File: config.mk
export PLATFORM = sky130hd
export DESIGN_NAME = allpass_peak_filter
export DESIGN_NICKNAME = d
export VERILOG_FILES = /design/src/rtl/core/apf_pkg.sv /design/src/rtl/core/apf_serial_mul.sv /design/src/rtl/core/apf_delay_mem.sv /design/src/rtl/core/apf_core.sv /design/src/rtl/core/allpass_peak_filter.sv
export SDC_FILE = /design/constraint.sdc
export NUM_CORES = 2
export LEC_CHECK = 0
export BUFFER_PORTS_ARGS = -buffer_cell sky130_fd_sc_hd__buf_2
export CAP_MARGIN = 20
export CORE_MARGIN = 2
export CORE_UTILIZATION = 45
export CTS_CLUSTER_SIZE = 24
export DETAILED_ROUTE_END_ITERATION = 10
export MAX_ROUTING_LAYER = met4
export PLACE_DENSITY = 0.7
export RECOVER_POWER = 50
export SETUP_SLACK_MARGIN = 0.02
export SLEW_MARGIN = 20
export SYNTH_ARGS = -nofsm -noshare
export SYNTH_HDL_FRONTEND = slang
export SYNTH_HIERARCHICAL = 1
export SYNTH_SLANG_ARGS = --single-unit
File: constraint.sdc
create_clock -name clk_i -period 6.9 [get_ports clk_i]
set_input_delay 0 -clock clk_i [delete_from_list [all_inputs] [get_ports clk_i]]
set_output_delay 0 -clock clk_i [all_outputs]
set_load 0.01 [all_outputs]
File: src/rtl/core/apf_pkg.sv
`default_nettype none

package apf_pkg;

  // Field and register widths
  localparam int SAMPLE_BITS   = 24;
  localparam int CHAN_BITS     = 3;
  localparam int COEF_BITS     = 23;
  localparam int GAIN_BITS     = 24;
  localparam int CFG_DATA_BITS = 24;
  localparam int CFG_IDX_BITS  = 2;
  localparam int DELAY_BITS    = 32;
  localparam int CHANNELS_DEF  = 8;

  // Fixed-point scaling
  localparam int COEF_FRAC  = 22;
  localparam int GAIN_SHIFT = 20;

  // Digit-serial multiplier geometry
  localparam int MUL_A_BITS = 34;
  localparam int MUL_B_BITS = 32;
  localparam int MUL_DIGIT  = 8;
  localparam int MUL_P_BITS = MUL_A_BITS + MUL_B_BITS;

  // Internal datapath widths
  localparam int ACC_BITS = 58;
  localparam int K_BITS   = COEF_BITS + 2;
  localparam int R_BITS   = 40;
  localparam int Y_BITS   = R_BITS + 1;

  typedef enum logic [CFG_IDX_BITS-1:0] {
    CFG_COEF_C  = 2'd0,
    CFG_COEF_D  = 2'd1,
    CFG_GAIN_H0 = 2'd2
  } apf_cfg_reg_e;

  typedef enum logic [2:0] {
    ST_IDLE,
    ST_LOAD,
    ST_WAIT,
    ST_XN,
    ST_AP,
    ST_OUT
  } apf_state_e;

  typedef enum logic [2:0] {
    PH_K,
    PH_P1,
    PH_P2,
    PH_P3,
    PH_P4
  } apf_phase_e;

  typedef struct packed {
    logic [CHAN_BITS-1:0]          chan;
    logic signed [SAMPLE_BITS-1:0] sample_in;
  } apf_in_t;

  typedef struct packed {
    logic [CHAN_BITS-1:0]          chan_out;
    logic signed [SAMPLE_BITS-1:0] sample_out;
  } apf_out_t;

  typedef struct packed {
    logic signed [COEF_BITS-1:0] coef_c;
    logic signed [COEF_BITS-1:0] coef_d;
    logic signed [GAIN_BITS-1:0] gain_h0;
  } apf_cfg_t;

  typedef struct packed {
    logic                         start;
    logic signed [MUL_A_BITS-1:0] a;
    logic signed [MUL_B_BITS-1:0] b;
  } apf_mul_req_t;

endpackage

`default_nettype wire

File: src/rtl/core/apf_serial_mul.sv
`default_nettype none

module apf_serial_mul
  import apf_pkg::*;
(
  input  wire logic                         clk_i,
  input  wire logic                         rst_ni,
  input  wire apf_mul_req_t                 req_i,
  output logic                              done_o,
  output logic signed [MUL_P_BITS-1:0]      prod_o
);

  localparam int NDIG  = MUL_B_BITS / MUL_DIGIT;
  localparam int CNT_W = $clog2(NDIG + 1);
  localparam int PP_W  = MUL_A_BITS + MUL_DIGIT + 1;

  logic                         busy_q, busy_d;
  logic                         first_q, first_d;
  logic [CNT_W-1:0]             cnt_q, cnt_d;
  logic signed [MUL_A_BITS-1:0] a_q, a_d;
  logic [MUL_B_BITS-1:0]        b_q, b_d;
  logic signed [MUL_P_BITS-1:0] acc_q, acc_d;
  logic [MUL_DIGIT-1:0]         digit;
  logic signed [MUL_DIGIT:0]    digit_ext;
  logic signed [PP_W-1:0]       pp;
  logic                         step;

  // Top digit first: signed on the first step, unsigned after
  assign digit     = b_q[MUL_B_BITS-1 -: MUL_DIGIT];
  assign digit_ext = first_q ? $signed({digit[MUL_DIGIT-1], digit})
                             : $signed({1'b0, digit});
  assign pp        = a_q * digit_ext;
  assign step      = busy_q && (cnt_q != '0);

  assign done_o = busy_q && (cnt_q == '0);
  assign prod_o = acc_q;

  // Horner accumulation, one digit per cycle
  always_comb begin
    busy_d  = busy_q;
    first_d = first_q;
    cnt_d   = cnt_q;
    a_d     = a_q;
    b_d     = b_q;
    acc_d   = acc_q;
    if (req_i.start) begin
      busy_d  = 1'b1;
      first_d = 1'b1;
      cnt_d   = CNT_W'(NDIG);
      a_d     = req_i.a;
      b_d     = req_i.b;
      acc_d   = '0;
    end else if (step) begin
      first_d = 1'b0;
      cnt_d   = cnt_q - CNT_W'(1);
      b_d     = b_q << MUL_DIGIT;
      acc_d   = (acc_q <<< MUL_DIGIT) + MUL_P_BITS'(pp);
    end else if (done_o) begin
      busy_d = 1'b0;
    end
  end

  always_ff @(posedge clk_i or negedge rst_ni) begin
    if (!rst_ni) begin
      busy_q <= 1'b0;
      cnt_q  <= '0;
    end else begin
      busy_q <= busy_d;
      cnt_q  <= cnt_d;
    end
  end

  always_ff @(posedge clk_i) begin
    first_q <= first_d;
    a_q     <= a_d;
    b_q     <= b_d;
    acc_q   <= acc_d;
  end

endmodule

`default_nettype wire

File: src/rtl/core/apf_delay_mem.sv
`default_nettype none

module apf_delay_mem
  import apf_pkg::*;
#(
  parameter int CHANNELS = CHANNELS_DEF,
  parameter int IDX_W    = (CHANNELS > 1) ? $clog2(CHANNELS) : 1
) (
  input  wire logic                         clk_i,
  input  wire logic                         rst_ni,
  input  wire logic                         rd_en_i,
  input  wire logic [IDX_W-1:0]             rd_addr_i,
  output logic signed [DELAY_BITS-1:0]      rd_one_o,
  output logic signed [DELAY_BITS-1:0]      rd_two_o,
  input  wire logic                         wr_en_i,
  input  wire logic [IDX_W-1:0]             wr_addr_i,
  input  wire logic signed [DELAY_BITS-1:0] wr_one_i,
  input  wire logic signed [DELAY_BITS-1:0] wr_two_i
);

  localparam int WORD_W = 2 * DELAY_BITS;

  logic [WORD_W-1:0]   mem_q [CHANNELS];
  logic [CHANNELS-1:0] valid_q;
  logic [WORD_W-1:0]   rd_q;

  // Mark entries as written; unwritten entries read as zero
  always_ff @(posedge clk_i or negedge rst_ni) begin
    if (!rst_ni) begin
      valid_q <= '0;
    end else if (wr_en_i) begin
      valid_q[wr_addr_i] <= 1'b1;
    end
  end

  // Both delay words of a channel share one entry
  always_ff @(posedge clk_i) begin
    if (wr_en_i) begin
      mem_q[wr_addr_i] <= {wr_one_i, wr_two_i};
    end
  end

  // Registered read, held until the next read
  always_ff @(posedge clk_i) begin
    if (rd_en_i) begin
      rd_q <= valid_q[rd_addr_i] ? mem_q[rd_addr_i] : '0;
    end
  end

  assign rd_one_o = $signed(rd_q[WORD_W-1:DELAY_BITS]);
  assign rd_two_o = $signed(rd_q[DELAY_BITS-1:0]);

endmodule

`default_nettype wire

File: src/rtl/core/apf_core.sv
`default_nettype none

module apf_core
  import apf_pkg::*;
#(
  parameter int CHANNELS = CHANNELS_DEF
) (
  input  wire logic     clk_i,
  input  wire logic     rst_ni,
  input  wire apf_cfg_t cfg_i,
  input  wire logic     in_valid_i,
  output logic          in_ready_o,
  input  wire apf_in_t  in_item_i,
  output logic          res_valid_o,
  input  wire logic     res_ready_i,
  output apf_out_t      res_item_o
);

  localparam int IDX_W = (CHANNELS > 1) ? $clog2(CHANNELS) : 1;

  apf_state_e state_q, state_d;
  apf_phase_e phase_q, phase_d;

  logic [CHAN_BITS-1:0]          ch_q;
  logic signed [SAMPLE_BITS-1:0] x_q;
  logic                          inrange_q;
  logic signed [K_BITS-1:0]      k_q;
  logic signed [ACC_BITS-1:0]    p1_q;
  logic signed [ACC_BITS-1:0]    s_q;
  logic signed [DELAY_BITS-1:0]  xn_q;
  logic signed [DELAY_BITS-1:0]  ap_q;
  logic signed [R_BITS-1:0]      r_q;

  logic                          accept;
  logic                          inrange_now;
  apf_mul_req_t                  mul_req;
  logic                          mul_done;
  logic signed [MUL_P_BITS-1:0]  mul_prod;
  logic signed [MUL_P_BITS-1:0]  prod_rnd;
  logic signed [ACC_BITS-1:0]    k_full;
  logic signed [DELAY_BITS-1:0]  s_sat;
  logic signed [Y_BITS-1:0]      y_full;
  logic signed [K_BITS-1:0]      omc;
  logic                          mem_wr_en;
  logic signed [DELAY_BITS-1:0]  xh0;
  logic signed [DELAY_BITS-1:0]  xh1;

  // Round half up at the coefficient point
  function automatic logic signed [ACC_BITS-1:0] rnd_coef(
    input logic signed [ACC_BITS-1:0] v
  );
    logic signed [ACC_BITS-1:0] t;
    t = v + $signed(ACC_BITS'(1) << (COEF_FRAC - 1));
    return t >>> COEF_FRAC;
  endfunction

  // Clamp to the delay word range
  function automatic logic signed [DELAY_BITS-1:0] sat_delay(
    input logic signed [ACC_BITS-1:0] v
  );
    logic fits;
    fits = (v[ACC_BITS-1:DELAY_BITS-1] == {(ACC_BITS-DELAY_BITS+1){v[ACC_BITS-1]}});
    if (fits) return v[DELAY_BITS-1:0];
    return v[ACC_BITS-1] ? $signed({1'b1, {(DELAY_BITS-1){1'b0}}})
                         : $signed({1'b0, {(DELAY_BITS-1){1'b1}}});
  endfunction

  // Clamp to the sample range
  function automatic logic signed [SAMPLE_BITS-1:0] sat_sample(
    input logic signed [Y_BITS-1:0] v
  );
    logic fits;
    fits = (v[Y_BITS-1:SAMPLE_BITS-1] == {(Y_BITS-SAMPLE_BITS+1){v[Y_BITS-1]}});
    if (fits) return v[SAMPLE_BITS-1:0];
    return v[Y_BITS-1] ? $signed({1'b1, {(SAMPLE_BITS-1){1'b0}}})
                       : $signed({1'b0, {(SAMPLE_BITS-1){1'b1}}});
  endfunction

  assign accept      = in_valid_i && in_ready_o;
  assign inrange_now = (32'(in_item_i.chan) < 32'(CHANNELS));

  // 1 - c, exact in Q2.22
  assign omc = $signed(K_BITS'(1) << COEF_FRAC) - K_BITS'(cfg_i.coef_c);

  assign k_full   = rnd_coef(ACC_BITS'(mul_prod));
  assign prod_rnd = (mul_prod + $signed(MUL_P_BITS'(1) << (GAIN_SHIFT - 1))) >>> GAIN_SHIFT;
  assign s_sat    = sat_delay(rnd_coef(s_q));
  assign y_full   = Y_BITS'(x_q) + Y_BITS'(r_q);

  apf_serial_mul u_mul (
    .clk_i  (clk_i),
    .rst_ni (rst_ni),
    .req_i  (mul_req),
    .done_o (mul_done),
    .prod_o (mul_prod)
  );

  apf_delay_mem #(
    .CHANNELS (CHANNELS),
    .IDX_W    (IDX_W)
  ) u_mem (
    .clk_i     (clk_i),
    .rst_ni    (rst_ni),
    .rd_en_i   (accept && inrange_now),
    .rd_addr_i (IDX_W'(in_item_i.chan)),
    .rd_one_o  (xh0),
    .rd_two_o  (xh1),
    .wr_en_i   (mem_wr_en),
    .wr_addr_i (IDX_W'(ch_q)),
    .wr_one_i  (xn_q),
    .wr_two_i  (xh0)
  );

  // Next state
  always_comb begin
    state_d = state_q;
    phase_d = phase_q;
    unique case (state_q)
      ST_IDLE: begin
        if (accept) begin
          state_d = inrange_now ? ST_LOAD : ST_OUT;
          phase_d = PH_K;
        end
      end
      ST_LOAD: state_d = ST_WAIT;
      ST_WAIT: begin
        if (mul_done) begin
          unique case (phase_q)
            PH_K: begin
              state_d = ST_LOAD;
              phase_d = PH_P1;
            end
            PH_P1: begin
              state_d = ST_LOAD;
              phase_d = PH_P2;
            end
            PH_P2:   state_d = ST_XN;
            PH_P3:   state_d = ST_AP;
            PH_P4:   state_d = ST_OUT;
            default: state_d = ST_IDLE;
          endcase
        end
      end
      ST_XN: begin
        state_d = ST_LOAD;
        phase_d = PH_P3;
      end
      ST_AP: begin
        state_d = ST_LOAD;
        phase_d = PH_P4;
      end
      ST_OUT: begin
        if (res_ready_i) state_d = ST_IDLE;
      end
      default: state_d = ST_IDLE;
    endcase
  end

  // Outputs and multiplier operands
  always_comb begin
    in_ready_o    = (state_q == ST_IDLE);
    res_valid_o   = (state_q == ST_OUT);
    mem_wr_en     = (state_q == ST_LOAD) && (phase_q == PH_P3);
    mul_req.start = (state_q == ST_LOAD);
    unique case (phase_q)
      PH_K: begin
        mul_req.a = MUL_A_BITS'(omc);
        mul_req.b = MUL_B_BITS'(cfg_i.coef_d);
      end
      PH_P1: begin
        mul_req.a = MUL_A_BITS'(xh0);
        mul_req.b = MUL_B_BITS'(k_q);
      end
      PH_P2: begin
        mul_req.a = MUL_A_BITS'(xh1);
        mul_req.b = MUL_B_BITS'(cfg_i.coef_c);
      end
      PH_P3: begin
        mul_req.a = MUL_A_BITS'(xn_q);
        mul_req.b = MUL_B_BITS'(cfg_i.coef_c);
      end
      PH_P4: begin
        mul_req.a = MUL_A_BITS'(x_q) - MUL_A_BITS'(ap_q);
        mul_req.b = MUL_B_BITS'(cfg_i.gain_h0);
      end
      default: begin
        mul_req.a = '0;
        mul_req.b = '0;
      end
    endcase
    res_item_o.chan_out   = ch_q;
    res_item_o.sample_out = inrange_q ? sat_sample(y_full) : x_q;
  end

  always_ff @(posedge clk_i or negedge rst_ni) begin
    if (!rst_ni) begin
      state_q <= ST_IDLE;
      phase_q <= PH_K;
    end else begin
      state_q <= state_d;
      phase_q <= phase_d;
    end
  end

  // Capture the item
  always_ff @(posedge clk_i) begin
    if (accept) begin
      ch_q      <= in_item_i.chan;
      x_q       <= in_item_i.sample_in;
      inrange_q <= inrange_now;
    end
  end

  // Fold each finished product into k, the running sums or r; latch the clamped delay words
  always_ff @(posedge clk_i) begin
    if ((state_q == ST_WAIT) && mul_done) begin
      unique case (phase_q)
        PH_K:  k_q <= k_full[K_BITS-1:0];
        PH_P1: begin
          p1_q <= ACC_BITS'(mul_prod);
          s_q  <= (ACC_BITS'(x_q) <<< COEF_FRAC) - ACC_BITS'(mul_prod);
        end
        PH_P2: s_q <= s_q + ACC_BITS'(mul_prod);
        PH_P3: s_q <= p1_q + (ACC_BITS'(xh1) <<< COEF_FRAC) - ACC_BITS'(mul_prod);
        PH_P4: r_q <= prod_rnd[R_BITS-1:0];
        default: ;
      endcase
    end
    if (state_q == ST_XN) xn_q <= s_sat;
    if (state_q == ST_AP) ap_q <= s_sat;
  end

`ifndef SYNTHESIS
  a_done_in_wait: assert property (@(posedge clk_i) disable iff (!rst_ni)
    mul_done |-> (state_q == ST_WAIT))
    else $error("multiplier finished outside the wait state");

  a_wr_inrange: assert property (@(posedge clk_i) disable iff (!rst_ni)
    mem_wr_en |-> inrange_q)
    else $error("delay write for a channel out of range");

  a_accept_busy: assert property (@(posedge clk_i) disable iff (!rst_ni)
    accept |=> (state_q == ST_LOAD) || (state_q == ST_OUT))
    else $error("accepted item did not start processing");

  a_res_hold: assert property (@(posedge clk_i) disable iff (!rst_ni)
    res_valid_o && !res_ready_i |=> res_valid_o && $stable(res_item_o))
    else $error("result changed while stalled");
`endif

endmodule

`default_nettype wire

File: src/rtl/core/allpass_peak_filter.sv
// Channel   Direction  Handshake                 Payload
// in        input      in_valid_i / in_ready_o   in_item_i   (chan, sample_in)
// out       output     out_valid_o / out_ready_i out_item_o  (chan_out, sample_out)
// cfg       input      cfg_we_i                  cfg_idx_i, cfg_data_i
//
// For an item on a valid channel, five products pass in turn through one 8-bit
// digit-serial multiplier, four digit steps each, with load, rounding and handoff
// states between them; the next item is accepted only once the result is handed on.
// An item whose channel is out of range passes through unchanged.
// Reset clears the coefficients and marks every channel's delay words as zero.
// A stalled output holds its result; the next item is taken meanwhile.
`default_nettype none

module allpass_peak_filter
  import apf_pkg::*;
#(
  parameter int CHANNELS = CHANNELS_DEF
) (
  input  wire logic                     clk_i,
  input  wire logic                     rst_ni,
  input  wire logic                     in_valid_i,
  output logic                          in_ready_o,
  input  wire apf_in_t                  in_item_i,
  output logic                          out_valid_o,
  input  wire logic                     out_ready_i,
  output apf_out_t                      out_item_o,
  input  wire logic                     cfg_we_i,
  input  wire logic [CFG_IDX_BITS-1:0]  cfg_idx_i,
  input  wire logic [CFG_DATA_BITS-1:0] cfg_data_i
);

  apf_cfg_t cfg_q;
  logic     res_valid;
  logic     res_ready;
  apf_out_t res_item;
  logic     out_valid_q;
  apf_out_t out_item_q;

  // Configuration registers
  always_ff @(posedge clk_i or negedge rst_ni) begin
    if (!rst_ni) begin
      cfg_q <= '0;
    end else if (cfg_we_i) begin
      unique case (apf_cfg_reg_e'(cfg_idx_i))
        CFG_COEF_C:  cfg_q.coef_c  <= $signed(cfg_data_i[COEF_BITS-1:0]);
        CFG_COEF_D:  cfg_q.coef_d  <= $signed(cfg_data_i[COEF_BITS-1:0]);
        CFG_GAIN_H0: cfg_q.gain_h0 <= $signed(cfg_data_i[GAIN_BITS-1:0]);
        default: ;
      endcase
    end
  end

  apf_core #(
    .CHANNELS (CHANNELS)
  ) u_core (
    .clk_i       (clk_i),
    .rst_ni      (rst_ni),
    .cfg_i       (cfg_q),
    .in_valid_i  (in_valid_i),
    .in_ready_o  (in_ready_o),
    .in_item_i   (in_item_i),
    .res_valid_o (res_valid),
    .res_ready_i (res_ready),
    .res_item_o  (res_item)
  );

  // Output register: take a result when empty or draining
  assign res_ready = !out_valid_q || out_ready_i;

  always_ff @(posedge clk_i or negedge rst_ni) begin
    if (!rst_ni) begin
      out_valid_q <= 1'b0;
    end else if (res_valid && res_ready) begin
      out_valid_q <= 1'b1;
    end else if (out_ready_i) begin
      out_valid_q <= 1'b0;
    end
  end

  always_ff @(posedge clk_i) begin
    if (res_valid && res_ready) begin
      out_item_q <= res_item;
    end
  end

  assign out_valid_o = out_valid_q;
  assign out_item_o  = out_item_q;

endmodule

`default_nettype wire
==> metrics.csv <==
stage,metric,value,unit
drt,M1 WL,85600,um
drt,Pre-antenna DRT Iters,6,
global_routing,total gr overflow,0,
floorplanning,core footprint,156000,sq um
timing,Slew headroom,-184,%
cts,post-CTS setup buffers,0,
global_routing,initial antenna violation count,6,
drt,DR WL/cell,24.8,um
cts,worst skew pair latency,0.80,ns
logic_synthesis,Synth Area per Inst,11.5,sq um
layout,Layout Nets,7051,
layout,fin cells,8414,
setup_path,critical path's most frequent cell,fa_1,
cts,Worst-path clk slew,0.06,ns
drt,met2 wire length,92400,um
place,HPWL Detailed,154000,um
floorplanning,Initial Util,45.2,%
drt,DR vias,49786,
cts,CTS tree,yes,
layout,Area Overhead vs Synth,10.4,%
place,Placed Area,73600,sq um
floorplanning,DIE WIDTH,400,um
global_routing,vias in the first global route,48895,
timing,FMAX,154,MHz
place,placed insts,8120,
cts,Clock Path Buffers,3,
timing,unrepaired setup endpoints after global routing,no,
min_path,Tightest Hold Check Type,in -> reg,
place,DP Worst Slack,0.486,ns
setup_path,Setup Crit Path Kind,reg -> reg,
timing,worst setup margin,0.390,ns
min_path,hold depth,3,
timing,crit share post-route,94.4,%
setup_path,worst reg2reg path depth,21,
flow_run,# Max-Cap Violations,16,
drt,Post-Route WL,209000,um
setup_path,"Arr. time, crit path",7.00,ns
setup_path,"Largest stage delay, worst path",0.68,ns
timing,endpoints failing hold,0,
setup_path,critical path launch point type,register,
layout,post-route design area,77900,sq um
layout,share of layout cells above drive strength 1,9.52,%
drt,max layer used,met4,
floorplanning,Die Area,160000,sq um
status,status,"complete, but fails checks",
drt,Final ANT Viol Nets,0,
timing,Least-Margin Pin Slew,4.26,ns
cts,Root Buffer,clkbuf_16,
timing,Final Skew,0.0794,ns
setup_path,worst-path maximum fanout,26,
cts,H-tree levels,3,
timing,setup_tns,0,ns
logic_synthesis,Mapped Cells,6124,
floorplanning,# IOs,87,
drt,Met3 Wirelength,19300,um
layout,most frequent cells in the layout,"edfxtp_1, inv_1, nand2_1",
status,failing checks,"capacitance limit, slew limit",
logic_synthesis,"Cell Area, Synth",70600,sq um
cts,cts hold-fix bufs,84,
setup_path,CP max stage cell,fa_1,
drt,vias per inst,5.92,
timing,Final Setup Violations,0,
drt,DRT iter0 DRCs,5614,
cts,Clock Sinks,1091,
layout,"most common cell after layout, fill and taps aside",edfxtp_1,
global_routing,largest net degree at the start of global routing,71,
global_routing,GRT Overall Usage,26.9,%
drt,DRC,0,
setup_path,critical path data required time,7.39,ns
global_routing,first-pass GRT wire length,312000,um
floorplanning,row count,145,
floorplanning,Die H,400,um
cts,CTS resizes,0,
timing,max-slew violations,630,
logic_synthesis,synthesized net count,6913,
cts,Num CTS Buffers,112,
timing,Final Critical Period,6.51,ns
place,RePlAce Congestion,1.02,
place,PortBufs,86,
setup_path,crit-path cells,buf_12 -> and2_1 -> fa_1 -> inv_1 -> fa_1 -> fa_1 -> inv_1 -> buf_4 -> fa_1 -> inv_1 -> fa_1 -> inv_1 -> ha_1 -> a21o_1 -> a21oi_1 -> o21ai_0 -> a311oi_1 -> o41ai_4 -> xor2_1 -> nand2_1 -> a21oi_1,
logic_synthesis,Syn. warnings,6,
setup_path,Critical Path End Type,register,
metal layers:
metal	up-vias	track usage, %
met5	-	-
met1	24826	36.4
met3	445	4.33
met4	0	12.4
met2	2447	39.9
li1	22068	-
area by class of cell:
class	instances	area, sq um
diodes	4	10.0
clock buffers	137	2960
clock inverters	67	806
fillers	13625	78100
inverters	705	2650
multi-input cells	4064	35200
flip-flops and latches	1091	31700
well taps	2058	2570
repair buffers	288	2020
metrics by stage:
| step | utilization (%) | hold WS [ns] |
|---|---|---|
| global route | 49.9 | 0.0716 |
| global placement | 47.1 | -0.0910 |
| CTS | 50.1 | 0.0326 |
| floorplan | - | -0.296 |
| finish | 49.9 | 0.0749 |
| detailed placement | 47.1 | -0.0902 |
critical path, delay by kind of cell (launching register included):
| kind | cells | cell delay [ns] |
|---|---|---|
| adders and majority gates | 6 | 3.22 |
| AOI/OAI and AO/OA | 6 | 1.23 |
| buffers and inverters | 6 | 0.79 |
| DFF | 1 | 0.57 |
| and+or+nand+nor | 2 | 0.25 |
| xor gates and xnor gates | 1 | 0.18 |
state kept, by name, indices dropped and copies added, names as in the netlist, 8 cells and up:
signal / count
u_core/r_q: 40
u_core/p1_q: 58
u_core/s_q: 58
u_core/u_mul/b_q: 32
u_core/u_mul/prod_o: 60
u_core/u_mul/a_q: 34
u_core/xn_q: 32
u_core/ap_q: 32
u_core/u_mem/mem_q: 512
u_core/u_mem/rd_q: 64
u_core/k_q: 25
u_core/x_q: 24
u_core/u_mem/valid_q: 8
out_item_o: 27
cfg_q: 70
worst paths after layout:
path	startpoint	to	slack, ns
worst max-delay path	u_core/u_mul/b_q[26]$_DFFE_PP_	u_core/u_mul/prod_o[52]$_SDFFE_PP0P_	0.39
worst min-delay path	cfg_data_i[23]	cfg_q[23]$_DFFE_PN0P_	0.07
worst max register to register	u_core/u_mul/b_q[26]$_DFFE_PP_	u_core/u_mul/prod_o[52]$_SDFFE_PP0P_	0.39
worst min register to register	u_core/u_mul/first_q$_SDFFE_PP1P_	u_core/u_mul/first_q$_SDFFE_PP1P_	0.45
max in group asynchronous	rst_ni	u_core/phase_q[1]$_DFFE_PN0P_	2.30
min in group asynchronous	rst_ni	cfg_q[17]$_DFFE_PN0P_	0.78
Power is left out: the tool's default activity adds up to more than one toggle a clock period on the data nets, which glitch-free logic cannot reach.
